<file path="src/hw/rtl/ols_pkg.sv">
// ----------------------------------------------------------------------------
// ols_pkg
// Shared types and codes for the ordered list store and its cells.
// ----------------------------------------------------------------------------
`default_nettype none

package ols_pkg;

  localparam int unsigned DataW = 32;
  localparam int unsigned ReqW  = 2;
  localparam int unsigned PosW  = 8;

  // Request codes on req_type_i
  localparam logic [ReqW-1:0] ReqPushFront = 2'd0;
  localparam logic [ReqW-1:0] ReqAppend    = 2'd1;
  localparam logic [ReqW-1:0] ReqDelete    = 2'd2;

  // Operation broadcast to every cell of the chain
  typedef enum logic [2:0] {
    OpHold,
    OpPushFront,
    OpAppend,
    OpDelete,
    OpRotate
  } cell_op_e;

endpackage

`default_nettype wire

</file>
<file path="src/hw/rtl/ols_cell.sv">
// ----------------------------------------------------------------------------
// ols_cell
// One storage slot of the list chain. Decides from the broadcast operation
// and its own position whether to hold, take a neighbor's value, the head's value or the new one.
// ----------------------------------------------------------------------------
`default_nettype none

module ols_cell #(
  parameter int unsigned Index = 0,
  parameter int unsigned CntW  = 5
) (
  input  wire                            clk_i,
  input  wire ols_pkg::cell_op_e         op_i,
  input  wire [ols_pkg::PosW-1:0]        pos_i,
  input  wire [CntW-1:0]                 count_i,
  input  wire [ols_pkg::DataW-1:0]       value_i,
  input  wire [ols_pkg::DataW-1:0]       left_i,
  input  wire [ols_pkg::DataW-1:0]       right_i,
  input  wire [ols_pkg::DataW-1:0]       head_i,
  output logic [ols_pkg::DataW-1:0]      data_o
);

  localparam logic [CntW-1:0]          MyIdx  = CntW'(Index);
  localparam logic [CntW-1:0]          MyNext = CntW'(Index + 1);
  localparam logic [ols_pkg::PosW-1:0] MyPos  = ols_pkg::PosW'(Index);

  logic [ols_pkg::DataW-1:0] data_d, data_q;

  always_comb begin
    data_d = data_q;
    unique case (op_i)
      ols_pkg::OpPushFront: begin
        data_d = (Index == 0) ? value_i : left_i;
      end
      ols_pkg::OpAppend: begin
        if (count_i == MyIdx) data_d = value_i;
      end
      ols_pkg::OpDelete: begin
        if ((MyPos >= pos_i) && (MyNext < count_i)) data_d = right_i;
      end
      ols_pkg::OpRotate: begin
        // rotate the occupied part left by one; the tail gets the old head
        if (MyNext < count_i) begin
          data_d = right_i;
        end else if (MyNext == count_i) begin
          data_d = head_i;
        end
      end
      default: data_d = data_q;
    endcase
  end

  always_ff @(posedge clk_i) begin
    data_q <= data_d;
  end

  assign data_o = data_q;

endmodule

`default_nettype wire

</file>
<file path="src/hw/rtl/ordered_list_store_unit.sv">
// ----------------------------------------------------------------------------
// ordered_list_store_unit
// Bounded ordered list of signed 32-bit values with push-front, append and
// delete-at-index; the whole list is streamed out after each request.
// ----------------------------------------------------------------------------
// The list lives in a chain of CAPACITY cells; the update happens in the
// cycle the request transaction is accepted, then the list is streamed out
// front to back by rotating the occupied cells one step per output
// transaction, which leaves them in their original order at the end. The
// next request is taken once the last result has been accepted. No clearing
// pass is needed after reset.
`default_nettype none

module ordered_list_store_unit #(
  parameter int unsigned CAPACITY = 16
) (
  input  wire                               clk_i,
  input  wire                               rst_ni,
  input  wire                               in_valid_i,
  output logic                              in_stall_o,
  input  wire [ols_pkg::ReqW-1:0]           req_type_i,
  input  wire signed [ols_pkg::DataW-1:0]   item_value_i,
  input  wire [ols_pkg::PosW-1:0]           position_i,
  output logic                              out_valid_o,
  input  wire                               out_stall_i,
  output logic signed [ols_pkg::DataW-1:0]  element_o,
  output logic                              last_of_run_o,
  output logic                              list_empty_o,
  output logic                              insert_dropped_o
);

  localparam int unsigned CntW = $clog2(CAPACITY + 1);
  localparam logic [CntW-1:0] CapCnt = CntW'(CAPACITY);

  localparam logic StIdle = 1'b0;
  localparam logic StEmit = 1'b1;

  logic                 state_d, state_q;
  logic [CntW-1:0]      count_d, count_q;
  logic [CntW-1:0]      remain_d, remain_q;
  logic                 dropped_d, dropped_q;
  ols_pkg::cell_op_e    op;
  logic                 in_fire, out_fire;
  logic                 full;

  logic [ols_pkg::DataW-1:0] cell_val [CAPACITY];

  assign in_fire  = in_valid_i && !in_stall_o;
  assign out_fire = out_valid_o && !out_stall_i;
  assign full     = (count_q == CapCnt);

  always_comb begin
    state_d   = state_q;
    count_d   = count_q;
    remain_d  = remain_q;
    dropped_d = dropped_q;
    op        = ols_pkg::OpHold;
    unique case (state_q)
      StIdle: begin
        if (in_fire) begin
          state_d   = StEmit;
          dropped_d = 1'b0;
          priority if (req_type_i == ols_pkg::ReqPushFront ||
                       req_type_i == ols_pkg::ReqAppend) begin
            if (full) begin
              dropped_d = 1'b1;
            end else begin
              op      = (req_type_i == ols_pkg::ReqPushFront) ?
                        ols_pkg::OpPushFront : ols_pkg::OpAppend;
              count_d = count_q + 1'b1;
            end
          end else if (req_type_i == ols_pkg::ReqDelete) begin
            if (position_i < ols_pkg::PosW'(count_q)) begin
              op      = ols_pkg::OpDelete;
              count_d = count_q - 1'b1;
            end
          end else begin
            op = ols_pkg::OpHold;
          end
          remain_d = count_d;
        end
      end
      StEmit: begin
        if (out_fire) begin
          if (count_q != '0) op = ols_pkg::OpRotate;
          if (remain_q <= CntW'(1)) begin
            state_d = StIdle;
          end else begin
            remain_d = remain_q - 1'b1;
          end
        end
      end
      default: state_d = StIdle;
    endcase
  end

  always_ff @(posedge clk_i or negedge rst_ni) begin
    if (!rst_ni) begin
      state_q   <= StIdle;
      count_q   <= '0;
      remain_q  <= '0;
      dropped_q <= 1'b0;
    end else begin
      state_q   <= state_d;
      count_q   <= count_d;
      remain_q  <= remain_d;
      dropped_q <= dropped_d;
    end
  end

  for (genvar g = 0; g < CAPACITY; g++) begin : g_cell
    ols_cell #(
      .Index (g),
      .CntW  (CntW)
    ) u_cell (
      .clk_i   (clk_i),
      .op_i    (op),
      .pos_i   (position_i),
      .count_i (count_q),
      .value_i (item_value_i),
      .left_i  ((g == 0) ? item_value_i : cell_val[(g == 0) ? 0 : g - 1]),
      .right_i (cell_val[(g == CAPACITY - 1) ? g : g + 1]),
      .head_i  (cell_val[0]),
      .data_o  (cell_val[g])
    );
  end

  assign in_stall_o       = (state_q != StIdle);
  assign out_valid_o      = (state_q == StEmit);
  assign list_empty_o     = (count_q == '0);
  assign element_o        = list_empty_o ? '0 : cell_val[0];
  assign last_of_run_o    = (remain_q <= CntW'(1));
  assign insert_dropped_o = dropped_q;

endmodule

`default_nettype wire

</file>
<file path="config.mk">
export PLATFORM = sky130hd
export DESIGN_NAME = ordered_list_store_unit
export DESIGN_NICKNAME = d
export VERILOG_FILES = /design/src/hw/rtl/ols_pkg.sv /design/src/hw/rtl/ols_cell.sv /design/src/hw/rtl/ordered_list_store_unit.sv
export SDC_FILE = /design/constraint.sdc
export NUM_CORES = 1
export LEC_CHECK = 0
export BUFFER_PORTS_ARGS = -buffer_cell sky130_fd_sc_hd__buf_2
export CORE_MARGIN = 5
export CORE_UTILIZATION = 45
export DETAILED_ROUTE_END_ITERATION = 10
export GPL_ROUTABILITY_DRIVEN = 0
export SLEW_MARGIN = 20
export SYNTH_ARGS = -nofsm -noshare
export SYNTH_HDL_FRONTEND = slang
export SYNTH_SLANG_ARGS = --single-unit
</file>
<file path="constraint.sdc">
create_clock -name clk_i -period 7.1 [get_ports clk_i]
set_input_delay 1.42 -clock clk_i [delete_from_list [all_inputs] [get_ports clk_i]]
set_output_delay 1.42 -clock clk_i [all_outputs]
set_load 0.03 [all_outputs]
</file>
# Word-level counts from Yosys, hierarchy flattened
# Index checks and enable logic that the tools add are counted.
# classes
n_addsub	3
order_cmp	33
n_eq_ne	88
muxes	102
bitwise_logic	1
n_reduce_logical	43
# ops
operator	count
two-way mux 32 bit	63
case mux 32 bit (4 select lines)	15
case mux 32 bit (3 select lines)	1
!= test 2 x 1 -> 1 bit (second input constant)	33
AND reduction 4 bit	16
>= comparator 4 x 8 -> 1 bit (first input constant)	7
!= test 3 x 1 -> 1 bit (second input constant)	14
== test 4 x 5 -> 1 bit (first input constant)	8
== test 5 x 4 -> 1 bit (second input constant)	8
< comparator 4 x 5 -> 1 bit (first input constant)	8
two-way mux 5 bit	7
>= comparator 3 x 8 -> 1 bit (first input constant)	4
== test 3 x 5 -> 1 bit (first input constant)	4
== test 5 x 3 -> 1 bit (second input constant)	4
< comparator 3 x 5 -> 1 bit (first input constant)	4
logical AND 1 bit	17
>= comparator 1 x 8 -> 1 bit (first input constant)	2
>= comparator 2 x 8 -> 1 bit (first input constant)	2
two-way mux 3 bit	5
== test 2 x 5 -> 1 bit (first input constant)	2
== test 5 x 2 -> 1 bit (second input constant)	2
< comparator 2 x 5 -> 1 bit (first input constant)	2
case mux 5 bit (2 select lines)	1
subtractor 5 x 1 -> 5 bit (second input constant)	2
28 further kinds	39
# word_totals
ff_bits	524
elab_cells	290

# Depth between registers and ports, before layout
# Gate-level depths: netlist (run 1).
# depth
ltp_word	9
ltp_mapped	13
mapped_depth_nobuf	8

# By module
# From an unflattened synthesis (run 1), not the netlist that was laid out.
# unflattened
hier_cells	4131
hier_area_um2	38077.8
# modules_own_cells
module	n_inst	cells_each	area_each_um2	seq_area_each_um2
ols_cell (g_cell[12].u_cell)	1	232	2539.9	960.9
ols_cell (g_cell[9].u_cell)	1	308	2487.4	960.9
ols_cell (g_cell[2].u_cell)	1	239	2482.4	960.9
ols_cell (g_cell[6].u_cell)	1	272	2433.6	960.9
ols_cell (g_cell[4].u_cell)	1	238	2397.3	960.9
ols_cell (g_cell[1].u_cell)	1	262	2372.3	960.9
ols_cell (g_cell[5].u_cell)	1	264	2347.3	960.9
ols_cell (g_cell[15].u_cell)	1	261	2318.5	960.9
ols_cell (g_cell[7].u_cell)	1	303	2317.2	960.9
ols_cell (g_cell[13].u_cell)	1	264	2311.0	960.9
ols_cell (g_cell[8].u_cell)	1	263	2308.5	960.9
ols_cell (g_cell[3].u_cell)	1	263	2302.2	960.9
ols_cell (g_cell[11].u_cell)	1	274	2301.0	960.9
ols_cell (g_cell[10].u_cell)	1	203	2194.6	960.9
3 more rows	n/a	n/a	n/a	n/a

# Least setup slack after synthesis (run 1)
# Ideal clock, no wire load.
# synth_timing
path_type	input-to-reg
from	input position_i[1] (netlist name)
to	register g_cell[14].u_cell.data_q, in the netlist g_cell[14].u_cell.data_o[0], enable pin
arrival_time_ns	5.506
required_ns	6.626
setup_slack_ns	1.119
path_stages	6
n_path_buf	0
path_cell_list	ha_1 a2111o_1 a21oi_1 nor2_1 or3_1 a221oi_1
# synth_via
elab_chain_len	9
elab_cells_between_ends	17
classes_between	order compare (2); eq/ne (7); mux (5); reduce/logical (3)
# synth_lines
element	line_no	source
from (decl)	ordered_list_store_unit.sv:23	input wire [ols_pkg::PosW-1:0] position_i,
< comparator 8 x 5 -> 1 bit	ordered_list_store_unit.sv:73	if (position_i < ols_pkg::PosW'(count_q)) begin
two-way mux 2 bit	ordered_list_store_unit.sv:73	
two-way mux 3 bit	ordered_list_store_unit.sv:72	end else if (req_type_i == ols_pkg::ReqDelete) begin
two-way mux 3 bit	ordered_list_store_unit.sv:63	priority if (req_type_i == ols_pkg::ReqPushFront ||
two-way mux 3 bit	ordered_list_store_unit.sv:60	if (in_fire) begin
case mux 3 bit (2 select lines)	ordered_list_store_unit.sv:58	unique case (state_q)
== test 3 bit, or another cell as far along	ols_cell.sv:31	unique case (op_i)
!= test 3 x 1 -> 1 bit (no line), or another cell as far along	n/a	
AND reduction 4 bit (no line) (*)	n/a	
to (signal assigned)	ols_cell.sv:54	data_q <= data_d;
to (decl)	ols_cell.sv:27	logic [ols_pkg::DataW-1:0] data_d, data_q;
# Mark *: on every way between the ends. The rest lies on a longest branch, timed or not.
# A chain may end at the register's enable or synchronous reset.

# Worst setup path after layout (run 1)
# layout_timing
from	register count_q[3]
to	register g_cell[14].u_cell.data_q, in the netlist g_cell[14].u_cell.data_o[5], enable pin
# layout_via
elab_chain_len	9
elab_cells_between_ends	24
classes_between	order compare (2); eq/ne (10); mux (8); reduce/logical (4)
# layout_lines
element	line_no	source
from (decl)	ordered_list_store_unit.sv:39	logic [CntW-1:0] count_d, count_q;
from (signal assigned)	ordered_list_store_unit.sv:105	count_q <= count_d;
< comparator 8 x 5 -> 1 bit	ordered_list_store_unit.sv:73	
two-way mux 2 bit	ordered_list_store_unit.sv:73	
two-way mux 3 bit	ordered_list_store_unit.sv:72	
two-way mux 3 bit	ordered_list_store_unit.sv:63	
two-way mux 3 bit	ordered_list_store_unit.sv:60	
case mux 3 bit (2 select lines)	ordered_list_store_unit.sv:58	
== test 3 bit, or another cell as far along	ols_cell.sv:31	
!= test 3 x 1 -> 1 bit (no line), or another cell as far along	n/a	
AND reduction 4 bit (no line) (*)	n/a	
# Marks and branches as above.

==> results.cfg, run 1 <==
[clock_tree]
cts_tree = done
root_buffer = clkbuf_16
htreeDepth = 2
post_cts_buffers = 0
clk_latency_ns = 0.62
cts_resized = 0
cts_hold_buf = 0
cts.clk_slew.worst_paths_ns = 0.06
clk_path_buf_depth = 3
cts_sinks = 524
cts_made_buffers = 57

[sta]
finalHoldViolCount = 0
min_period_ns = 5.251
setup_viol = 0
final.setup.tns_ns = 0
finalMaxSlewViolations = 0
worstMarginPinSlew_ns = 1.203
fmax_mhz = 190.5
maxSlewHeadroom_pct = 19.53
finalCritPeriodShare_pct = 73.95
skew_ns = 0.01845
rsz0062_at_grt = false

[floorplan]
start_util_pct = 45.45
dieHeight_um = 257.1
die_area_um2 = 66120
core-area_um2 = 60470
rows = 90
die_w_um = 257.1
pin_count = 83

[worst_setup_path]
crit_type = flop to flop
critical_path_required_ns = 7.35
crit_path_frequent_cell = buf_4
slowest_stage = a221oi_4
critPathLaunchType = flop
worstPathCellList = clkinv_1 > ha_1 > a2111o_1 > a21oi_1 > nor2_1 > o21a_1 > buf_4 > a221oi_4 > buf_4
worstPathArrival_ns = 5.50
startpoint = count_q[3]
slowest_delay_ns = 0.74
cp_max_fo = 22
worst_r2r_startpoint = count_q[3]
crit_path_end_kind = flop

[power_and_ir_drop]
switchingPower_uw = 3384
internal-power_uw = 6553
seq_power_share_pct = 47.2
comb_power_share_pct = 24.6
p_sw_share_pct = 34.06
power_density_nw_per_um2 = 325.8
p_leak_uw = 0.01081
vdd_drop_max_uv = 188.6
power.share.clock_pct = 28.2

[global_routing]
grt_use_total_pct = 28.62
grt_max_degree = 182
antenna_found_initial = 1
grt_pass1_vias = 22709
grt_pass1_wl_mm = 145.8
gr-total-overflow = 0

[synthesis]
synth_ff_type = edfxtp_1
synth_top_area_share_pct = 55.94
synth_common_cells = 856 x nor2_1, 512 x edfxtp_1, 385 x a221oi_1, 193 x clkbuf_1, 99 x nand2_1
synth-edff-count = 512
async_reset_ff_share_pct = 2.290
syn-num-nets = 2739
synthCells = 2682
synth_top_cell_by_area = edfxtp_1
synth_area_leaders = edfxtp_1 56%, a221oi_1 12%, nor2_1 12%
yosysUniqueCellTypes = 54
synth_seq_cells = 524
synth_area_um2 = 27490
synth_most_common_cell = nor2_1
seq_area_frac_synth_pct = 57.03
syn_avg_cell_area_um2 = 10.25
yosysWarningCount = 0

[hold_path]
min_path_type = flop to flop
holdCritStartpoint = insert_dropped_o

[place]
dp_hpwl_mm = 56.76
portBuffers = 82

[drt]
vias = 23609
drtIter0Drc = 3348
wl_per_cell_um = 28.85
drc_errors = 0
detail_route.first_pass.iterations = 6
postRouteAntennaNets = 0
via_per_inst = 6.869
drt-total-wl_mm = 99.16

[final_layout]
drive_above_1_share_pct = 11.68
final_nets = 2665
final_util_pct = 50.43
antenna_cells = 0
nFillCells = 5406
synthToLayoutAreaGrowth_pct = 10.96

[status]
outcome = complete, no violations

[job]
cap_violations = 0
## per-stage QoR
| stage | power (µW) | area (µm²) | setup slack (ns) | hold slack (ns) | std cells |
|---|---|---|---|---|---|
| after floorplan | 6182 | 27490 | 1.119 | 0.5046 | 2682 |
| after CTS | 9882 | 30410 | 1.995 | 0.4878 | 3434 |
| after global routing | 10340 | 30500 | 1.749 | 0.5529 | 3437 |
| after detailed placement | 7096 | 28710 | 1.578 | 0.4745 | 3328 |
| after global placement | 7030 | 28680 | 1.657 | 0.4635 | 3327 |
| final | 9937 | 30500 | 1.849 | 0.4779 | 3437 |
## logic make-up (layout without fill, tap and decap cells)
group           after synthesis  count (layout)  synth area share (%)
compound gates              732             732                 20.53
xor+xnor                      5               5                0.1593
fa+ha+maj                    11              11                0.5007
buf+inv                     316             289                 4.716
flops                       524             524                 57.03
mux                          51              51                 2.003
simple gates               1043            1043                 15.07
## flip-flops by register name, indices dropped and copies added (netlist names)
name	cells
count_q	5
g_cell.u_cell.data_o	512
in_stall_o	1
remain_q	5
insert_dropped_o	1
## cell type report
type                    count  area [µm²]  share of cell area, %
flip-flops and latches    524       15680                  51.40
clock inverters            33       180.2                 0.5908
clock buffers              73        1529                  5.013
repair buffers            146        1030                  3.376
multi-input cells        1842       10970                  35.95
well taps                 782       978.4                  3.208
inverters                  37       138.9                 0.4554
## cells in the final DEF (no fill, tap or decap), types with 6 or more instances in the layout
cell       synthesis  layout
a22o_1            25      25
a21boi_0           6       6
o21ai_0           45      44
nor3_1             8       8
a21oi_4            0       8
buf_2             82      82
clkinv_1           2      20
a31oi_1           34      34
mux2i_1           19      19
mux2_2            32      32
nand3_1           16      16
a221oi_1         385     379
a21o_1            27      27
nand2b_1           7       6
dfrtp_1           12      11
a211oi_1          30      27
inv_1             34      34
o22ai_1           49      49
and2_1             8       6
ha_1              11      11
buf_4              2      54
clkinv_2           0      10
a221o_1            8       8
o22a_1            14      14
edfxtp_1         512     512
clkbuf_1         193      14
a21oi_1           79      71
nand2_2            0       8
a221oi_4           0       7
o31ai_1            9       9
nor2b_1           37      37
nand2_1           99      89
buf_12             0       6
nor2_1           856     839
clkbuf_16          0      59
nor2_4             0      14
## metal layers
layer | vias to the layer above | global-route usage, % | share of wire [%]
met2 | 1700 | 41.95 | 42
met3 | 338 | 7.539 | 13
met5 | - | 0 | 0.0091
met4 | 2 | 11.42 | 4.7
li1 | 9998 | - | -
met1 | 11571 | 40.76 | 40
## worst max-delay path, delay by kind of cell (launching register included)
kind / cells / cell delay (ns)
adders and majority gates: 1 / 0.34
AOI/OAI and AO/OA: 4 / 2.23
and+or+nand+nor: 1 / 0.20
buffers and inverters: 3 / 1.36
DFF: 1 / 0.72
## power by group through the flow
stage | registers, µW | clock network (µW) | logic [µW]
after floorplan | 4510 | 0 | 1670
after global placement | 4710 | 0 | 2320
after detailed placement | 4730 | 0 | 2370
after CTS | 4670 | 2840 | 2370
after global routing | 4750 | 2980 | 2620
final | 4690 | 2800 | 2440
## path summary, 6_finish.rpt
| check | endpoint | slack [ns] | depth (start not counted) |
|---|---|---|---|
| hold / removal | insert_dropped_o | 0.48 | 2 |
| max in group asynchronous | count_q[4] | 6.19 | 1 |
| setup reg to reg | g_cell[14].u_cell.data_o[5] | 1.85 | 9 |
| hold reg to reg | insert_dropped_o | 0.48 | 2 |
| setup / recovery | g_cell[14].u_cell.data_o[5] | 1.85 | 9 |
| min in group asynchronous | in_stall_o | 0.68 | 1 |
Note: power is estimated with default switching activity, not from simulation.
==> run 2: changes to the inputs <==
--- a/config.mk
+++ b/config.mk
@@ -5,6 +5,7 @@
 export SDC_FILE = /design/constraint.sdc
 export NUM_CORES = 1
 export LEC_CHECK = 0
+export ABC_AREA = 1
 export BUFFER_PORTS_ARGS = -buffer_cell sky130_fd_sc_hd__buf_2
 export CORE_MARGIN = 5
 export CORE_UTILIZATION = 45
==> constraint.sdc (replaced) <==
create_clock -name clk_i -period 4.92 [get_ports clk_i]
set_input_delay 0.984 -clock clk_i [delete_from_list [all_inputs] [get_ports clk_i]]
set_output_delay 0.984 -clock clk_i [all_outputs]
set_load 0.03 [all_outputs]
==> run 2 against run 1 <==
Sequential cell count stayed put. Via count is 36% higher. Sequential power is 140% higher. Global-route usage is 1.8 points higher. Setup slack worse by 1.4 ns. Die area is 21% higher. Combinational power grew to 6.2 times the previous value. Non-clock buffer count is 20 higher. Count of clock-buffer cells in the layout is 6 higher. Final cell count is 40% higher. Highest routed layer is now met4.
==> results.cfg, run 2 <==
[final_layout]
layout_common_cells = 1082 x nand3_1, 512 x edfxtp_1, 362 x nand4_1, 352 x o21ai_0, 273 x nand2_1
final_nets = 3839
layout_commonest_cell = nand3_1
largest_reg_flops = 512
synthToLayoutAreaGrowth_pct = 7.659
drive_above_1_share_pct = 9.155
nFillCells = 7121

[worst_setup_path]
worstPathCellList = clkinv_1 > ha_1 > nand2_1 > inv_1 > nand2_1 > inv_2 > nor2_1 > buf_2
slowest_stage = dfrtp_1
crit_path_frequent_cell = nand2_1
cp.depth = 8
critPathLaunchType = flop
startpoint = count_q[0]
r2r-end = g_cell[4].u_cell.data_o[17]
worstPathArrival_ns = 3.47
rrSetupSlack_ns = 0.82
slowest_delay_ns = 0.58
crit_type = flop to output pin
path_buf_inv = 4
crit_path_end_kind = output pin
cp_max_fo = 21
rr_worst_depth = 14
cp-endpoint = element_o[24]
path_delay_family = buffers and inverters
worst_r2r_startpoint = count_q[3]
critical_path_required_ns = 3.94

[sta]
setup_viol = 0
final.setup.tns_ns = 0
rsz0062_at_grt = false
min_period_ns = 4.452
finalHoldViolCount = 0
maxSlewHeadroom_pct = 11.42
worstMarginPinSlew_ns = 1.329
worst_slack_ns = 0.4684
finalMaxSlewViolations = 0
fmax_mhz = 224.6
skew_ns = 0.02079
finalCritPeriodShare_pct = 90.48

[clock_tree]
htreeDepth = 2
cts_sinks = 524
cts.clk_slew.worst_paths_ns = 0.07
clk_latency_ns = 0.64
post_cts_buffers = 0
cts_hold_buf = 0
root_buffer = clkbuf_16
cts_tree = done
clk_path_buf_depth = 3
cts_resized = 0
cts_made_buffers = 60

[drt]
wl_met2_mm = 56.54
wl_met3_mm = 12.01
drtIter0Drc = 4390
detail_route.first_pass.iterations = 6
via_per_inst = 6.717
postRouteAntennaNets = 0
drt-total-wl_mm = 126.2
highest_layer = met4
vias = 32207
wl_per_cell_um = 26.31
drc_errors = 0
met1_length_mm = 51.35

[synthesis]
synth_ff_type = edfxtp_1
synth-edff-count = 512
synth_top_cell_by_area = edfxtp_1
synth_area_leaders = edfxtp_1 46%, nand3_1 16%, nand4_1 6.8%
synth_common_cells = 1083 x nand3_1, 512 x edfxtp_1, 362 x nand4_1, 353 x o21ai_0, 281 x nand2_1
async_reset_ff_share_pct = 2.290
syn-num-nets = 4040
synth_area_um2 = 33410
yosysWarningCount = 0
synth_seq_cells = 524
syn_avg_cell_area_um2 = 8.387
synthCells = 3983
seq_area_frac_synth_pct = 46.92
synth_most_common_cell = nand3_1
yosysUniqueCellTypes = 40
synth_top_area_share_pct = 46.02

[global_routing]
grt_max_degree = 194
grt_pass1_wl_mm = 189.8
grt_pass1_vias = 30162
grt_use_total_pct = 30.45
gr-total-overflow = 0
antenna_found_initial = 1

[floorplan]
die_w_um = 282.5
rows = 100
core-area_um2 = 74070
pin_count = 83
die_area_um2 = 79780
dieHeight_um = 282.5
start_util_pct = 45.10

[power_and_ir_drop]
p_leak_uw = 0.01371
power_density_nw_per_um2 = 860.5
vdd_drop_max_uv = 703.6

[place]
portBuffers = 82
dp_hpwl_mm = 67.49
dp_slack_ns = 0.7307

[job]
cap_violations = 0

[status]
outcome = complete, no violations

[hold_path]
min_path_type = input port to async pin
-- run 2: cells by family after synthesis --
logic type,Yosys count,synth area share [%]
simple gates,2063,30.77
fa+ha+maj,11,0.4120
xor+xnor,2,0.05245
compound gates,797,14.33
buf+inv,586,7.517
flops,524,46.92
-- run 2: worst register-to-register path, stage by stage, from the launching register on --
cell and delay [ns]:
dfrtp_1 0.62, inv_1 0.27, ha_1 0.36, nand2_1 0.05
inv_1 0.04, nand2_1 0.05, nand2_1 0.05, nand2_1 0.16
nand2_4 0.16, nand2_2 0.12, nand2_8 0.13, buf_12 0.43
buf_4 1.14, nand3_1 0.20, nand4_1 0.16
-- run 2: per-layer routing --
| metal | global-route usage, % | up-vias |
|---|---|---|
| met1 | 42.37 | 15664 |
| met5 | 0 | - |
| met3 | 4.572 | 363 |
| li1 | - | 14285 |
| met2 | 47.66 | 1895 |
| met4 | 13.18 | 0 |
-- run 2: how the worst min path moves through the flow --
stage               slack [ns]  cells past startpoint                to
floorplan                 0.47                      2       remain_q[3]
global placement          0.47                      2  insert_dropped_o
detailed placement        0.49                      2  insert_dropped_o
CTS                       0.21                      1        count_q[4]
global route              0.24                      1        count_q[3]
finish                    0.23                      1        count_q[3]
-- run 2: power breakdown --
part | switching, µW | internal, µW
Sequential | 2150 | 9110
Combinational | 10500 | 4650
Clock | 1930 | 2560
-- run 2: layout make-up --
class / instances / area, µm² / share of cell area [%]
diodes: 3 / 7.507 / 0.02087
inverters: 157 / 604.3 / 1.680
clock buffers: 79 / 1594 / 4.432
clock inverters: 24 / 251.5 / 0.6993
multi-input cells: 2873 / 15450 / 42.96
well taps: 969 / 1212 / 3.371
flip-flops and latches: 524 / 15680 / 43.60
repair buffers: 166 / 1166 / 3.242
-- run 2: stage by stage --
| step | power [µW] | util (%) | cell area (µm²) | cells | hold slack (ns) |
|---|---|---|---|---|---|
| global route | 32610 | 48.54 | 35960 | 4792 | 0.2395 |
| detailed placement | 26130 | 46.05 | 34110 | 4689 | 0.4876 |
| floorplan | 20480 | - | 33410 | 3983 | 0.4707 |
| CTS | 30650 | 48.54 | 35960 | 4792 | 0.2080 |
| global placement | 25910 | 46.05 | 34110 | 4689 | 0.4695 |
| finish | 30950 | 48.55 | 35960 | 4795 | 0.2277 |
